==> src/rtl/brbf_pkg.sv <==
package brbf_pkg;

    localparam int MODE_W = 3;
    localparam int DATA_W = 8;
    localparam int LEN_W  = 13;
    localparam int CNT_W  = 12;

    typedef enum logic [MODE_W-1:0] {
        MODE_PUSH = 3'd0,
        MODE_POP  = 3'd1,
        MODE_PEEK = 3'd2,
        MODE_WADV = 3'd3,
        MODE_RADV = 3'd4
    } mode_e_t;

    typedef enum logic [1:0] {
        ST_IDLE,
        ST_EXEC,
        ST_FETCH,
        ST_SEND
    } state_e_t;

    typedef struct packed {
        logic load;
        logic exec;
        logic fetch;
        logic beat_done;
    } dp_cmd_t;

    typedef struct packed {
        logic last;
    } dp_stat_t;

endpackage

==> src/rtl/brbf_ctrl.sv <==
module brbf_ctrl
    import brbf_pkg::*;
(
    input  logic     aclk,
    input  logic     aresetn,
    input  logic     s_tvalid,
    output logic     s_tready,
    output logic     m_tvalid,
    input  logic     m_tready,
    input  dp_stat_t stat,
    output dp_cmd_t  cmd
);

    state_e_t state_reg;
    state_e_t state_next;

    always_ff @(posedge aclk) begin
        if (!aresetn) begin
            state_reg <= ST_IDLE;
        end else begin
            state_reg <= state_next;
        end
    end

    always_comb begin
        state_next = state_reg;
        unique case (state_reg)
            ST_IDLE: begin
                if (s_tvalid) begin
                    state_next = ST_EXEC;
                end
            end
            ST_EXEC: begin
                state_next = ST_FETCH;
            end
            ST_FETCH: begin
                state_next = ST_SEND;
            end
            ST_SEND: begin
                if (m_tready) begin
                    state_next = stat.last ? ST_IDLE : ST_FETCH;
                end
            end
            default: begin
                state_next = ST_IDLE;
            end
        endcase
    end

    always_comb begin
        s_tready      = 1'b0;
        m_tvalid      = 1'b0;
        cmd           = '0;
        unique case (state_reg)
            ST_IDLE: begin
                s_tready = 1'b1;
                cmd.load = s_tvalid;
            end
            ST_EXEC: begin
                cmd.exec = 1'b1;
            end
            ST_FETCH: begin
                cmd.fetch = 1'b1;
            end
            ST_SEND: begin
                m_tvalid      = 1'b1;
                cmd.beat_done = m_tready && !stat.last;
            end
            default: begin
                s_tready = 1'b0;
            end
        endcase
    end

endmodule

==> config.mk <==
export PLATFORM = sky130hd
export DESIGN_NAME = brbf_ctrl
export DESIGN_NICKNAME = d
export VERILOG_FILES = /design/src/rtl/brbf_pkg.sv /design/src/rtl/brbf_ctrl.sv
export SDC_FILE = /design/constraint.sdc
export NUM_CORES = 1
export LEC_CHECK = 0
export BUFFER_PORTS_ARGS = -buffer_cell sky130_fd_sc_hd__buf_2
export CORE_AREA = 10 10 47 49
export DETAILED_ROUTE_END_ITERATION = 8
export DIE_AREA = 0 0 57 59
export PLACE_DENSITY = 0.3
export SETUP_SLACK_MARGIN = 0.15
export SLEW_MARGIN = 20
export SYNTH_ARGS = -nofsm -noshare
export SYNTH_HDL_FRONTEND = slang
export SYNTH_SLANG_ARGS = --single-unit
==> constraint.sdc <==
create_clock -name aclk -period 2.31 [get_ports aclk]
set_input_delay 0.693 -clock aclk [delete_from_list [all_inputs] [get_ports aclk]]
set_output_delay 0.693 -clock aclk [all_outputs]
set_load 0.03 [all_outputs]
==> impl_results.md <==
* Asr flop ratio synth at 0%
* CTS tree: done
* Max reg flops at 2
* Die W at 57 um
* Die footprint at 3360 um2
* DR iter-0 viols at 2
* Crit path time final at 1.84 ns
* H-tree Lvls at 1
* Power Density at 828 nW/um2
* CP max FO at 3
* Placed Area at 184 um2
* DR WL/cell at 10.3 um
* RSZ-0062 raised after global routing: false
* Slew @ Worst Pin at 0.242 ns
* R2R depth at 2
* Main synth FF type: dfxtp_1
* Sequential element share of the synthesized area at 35.2%
* Avg Cell Area, Syn at 8.13 um2
* Worst setup SP type: primary input
* Critical Path RT at 1.62 ns
* Share of cells above drive strength 1 at 51.9%
* Gr ovfl total at 0
* Peak supply drop at 0.183 mV
* Final setup viols at 0
* Max transition margin at 83.8%
* Post-CTS Setup Bufs at 0
* Initial antenna violation count at 0
* Post-CTS resize count at 0
* Port bufs at 10
* Worst Setup SP: m_tready
* Final WL at 445 um
* Worst hold path type: reg2reg
* Chip Height at 59 um
* Total negative setup slack at 0 ns
* Crit path arrival time at 1.15 ns
* Drt first pass iters at 2
* Number of fill cells in the layout at 169
* Placed insts at 40
* Synthesized area at 114 um2
* Longest Clk Path Bufs at 2
* Maxcap violations at 0
* Area grow syn2layout at 81.3%
* Worst setup margin at 0.471 ns
* Worst skew pair latency at 0.23 ns
* Reg clk slew, reported paths at 0.03 ns
* Place WS at 0.468 ns
* Status: complete, no violations
* Top Ports at 11
* Post-cts hold buffer count at 0
* Yosys warnings at 0
* Starting density of the core at 8.12%
* Crit. End Element: primary output
* LEAKAGE at 0.105 nW
* All-Layer GR Usage at 3.19%
* Crit path to: cmd[0]
* Final period util at 79.6%
* Flop-to-flop setup slack at 1.49 ns
* Rows at 14
* Clock root buffer master: clkbuf_4
* Nets at 34
* F_max at 0.544 GHz
* RR Endpoint: state_reg[1]
* Yosys reg bits at 2
* Synth unique cells at 12
* Area leader, netlist: dfxtp_1
* GPL Wtd Cong at 0.659
* Pins Over Slew Limit at 0
* Syn Nets at 19
* Design Area, Final at 206 um2
* Vias in the first global route at 176
* Reg2Reg Launch Point: state_reg[1]
* Core area at 1400 um2
* Vias at 142
* First-pass GRT wire length at 745 um
* Antenna fix cells at 0
* Pin count of the biggest net entering global routing at 9
* Clock sink total at 2
* Synth cell count leaders: 2 x dfxtp_1, 2 x nor2_1
* Fin cells at 43
* Via-to-Cell Ratio at 3.30
* Routed Antenna Nets at 0
* Hold path depth at 2
* Syn Inst Count at 14
* Synth area leaders: dfxtp_1 35%, and2_4 7.7%, a21boi_1 6.6%, and2b_1 6.6%, nor2_1 6.6%
* Remaining DRCs at 0
* Fin Clk Skew at 0.000107 ns
* Num CTS Buffers at 3
* Area share of the leading cell type in the synthesized netlist at 35.2%
* Total design power at 0.171 mW
* Crit Path Class: in2out
* Final hold vios at 0
* EDFF count, synth at 0
-- cell usage in the layout, fill, tap and decap left out --
| cell | netlist | routed |
|---|---|---|
| a21boi_1 | 1 | 1 |
| a31oi_1 | 1 | 1 |
| and2_1 | 1 | 1 |
| and2_4 | 1 | 1 |
| and2b_1 | 1 | 1 |
| buf_2 | 0 | 10 |
| clkbuf_4 | 0 | 3 |
| dfxtp_1 | 2 | 2 |
| nand2b_1 | 1 | 1 |
| nand3_1 | 1 | 1 |
| nor2_1 | 2 | 2 |
| nor2b_1 | 1 | 1 |
| o21ai_0 | 1 | 1 |
| o21bai_1 | 1 | 1 |
-- layout make-up --
| cell class | count | area (um2) | share of cell area (%) |
|---|---|---|---|
| multi-input combinational | 12 | 73.8 | 35.8 |
| sequential | 2 | 40.0 | 19.4 |
| clock buffer | 3 | 22.5 | 10.9 |
| tap | 16 | 20.0 | 9.70 |
| timing repair buffer | 10 | 50.0 | 24.2 |
-- worst max-delay path, cell delays in order --
cell	delay, ns
buf_2	0.09
nand3_1	0.07
nor2_1	0.09
buf_2	0.20
-- routing by layer --
| metal | vias up | routed length [um] | global-route usage (%) |
|---|---|---|---|
| met2 | 13 | 118 | 2.48 |
| met5 | - | 0 | 0 |
| met3 | 2 | 50 | 2.36 |
| met4 | 0 | 20 | 5.03 |
| met1 | 52 | 256 | 3.78 |
| li1 | 75 | - | - |
-- through the flow --
stage                     hold WS, ns  util (%)
after floorplan                 0.507         -
after global placement          0.531      13.1
after detailed placement        0.566      13.1
after CTS                       0.568      14.7
after global routing            0.600      14.7
final                           0.565      14.7
-- worst min path at each step --
stage                  from      endpoint  slack, ns
2_1_floorplan  state_reg[1]  state_reg[0]       0.51
3_3_place_gp   state_reg[1]  state_reg[0]       0.53
3_5_place_dp   state_reg[1]  state_reg[0]       0.57
4_1_cts        state_reg[1]  state_reg[0]       0.57
5_1_grt        state_reg[1]  state_reg[0]       0.60
6_report       state_reg[1]  state_reg[0]       0.56
-- where the power goes --
| group | internal, mW | switching, mW |
|---|---|---|
| logic | 0.0162 | 0.0281 |
| clock network | 0.0576 | 0.0243 |
| registers | 0.0384 | 0.00637 |
-- cells by family after synthesis --
logic type / synth area share (%)
compound gates: 23.1
flops: 35.2
simple gates: 41.8
No activity file was read; power rests on OpenSTA's default activity.
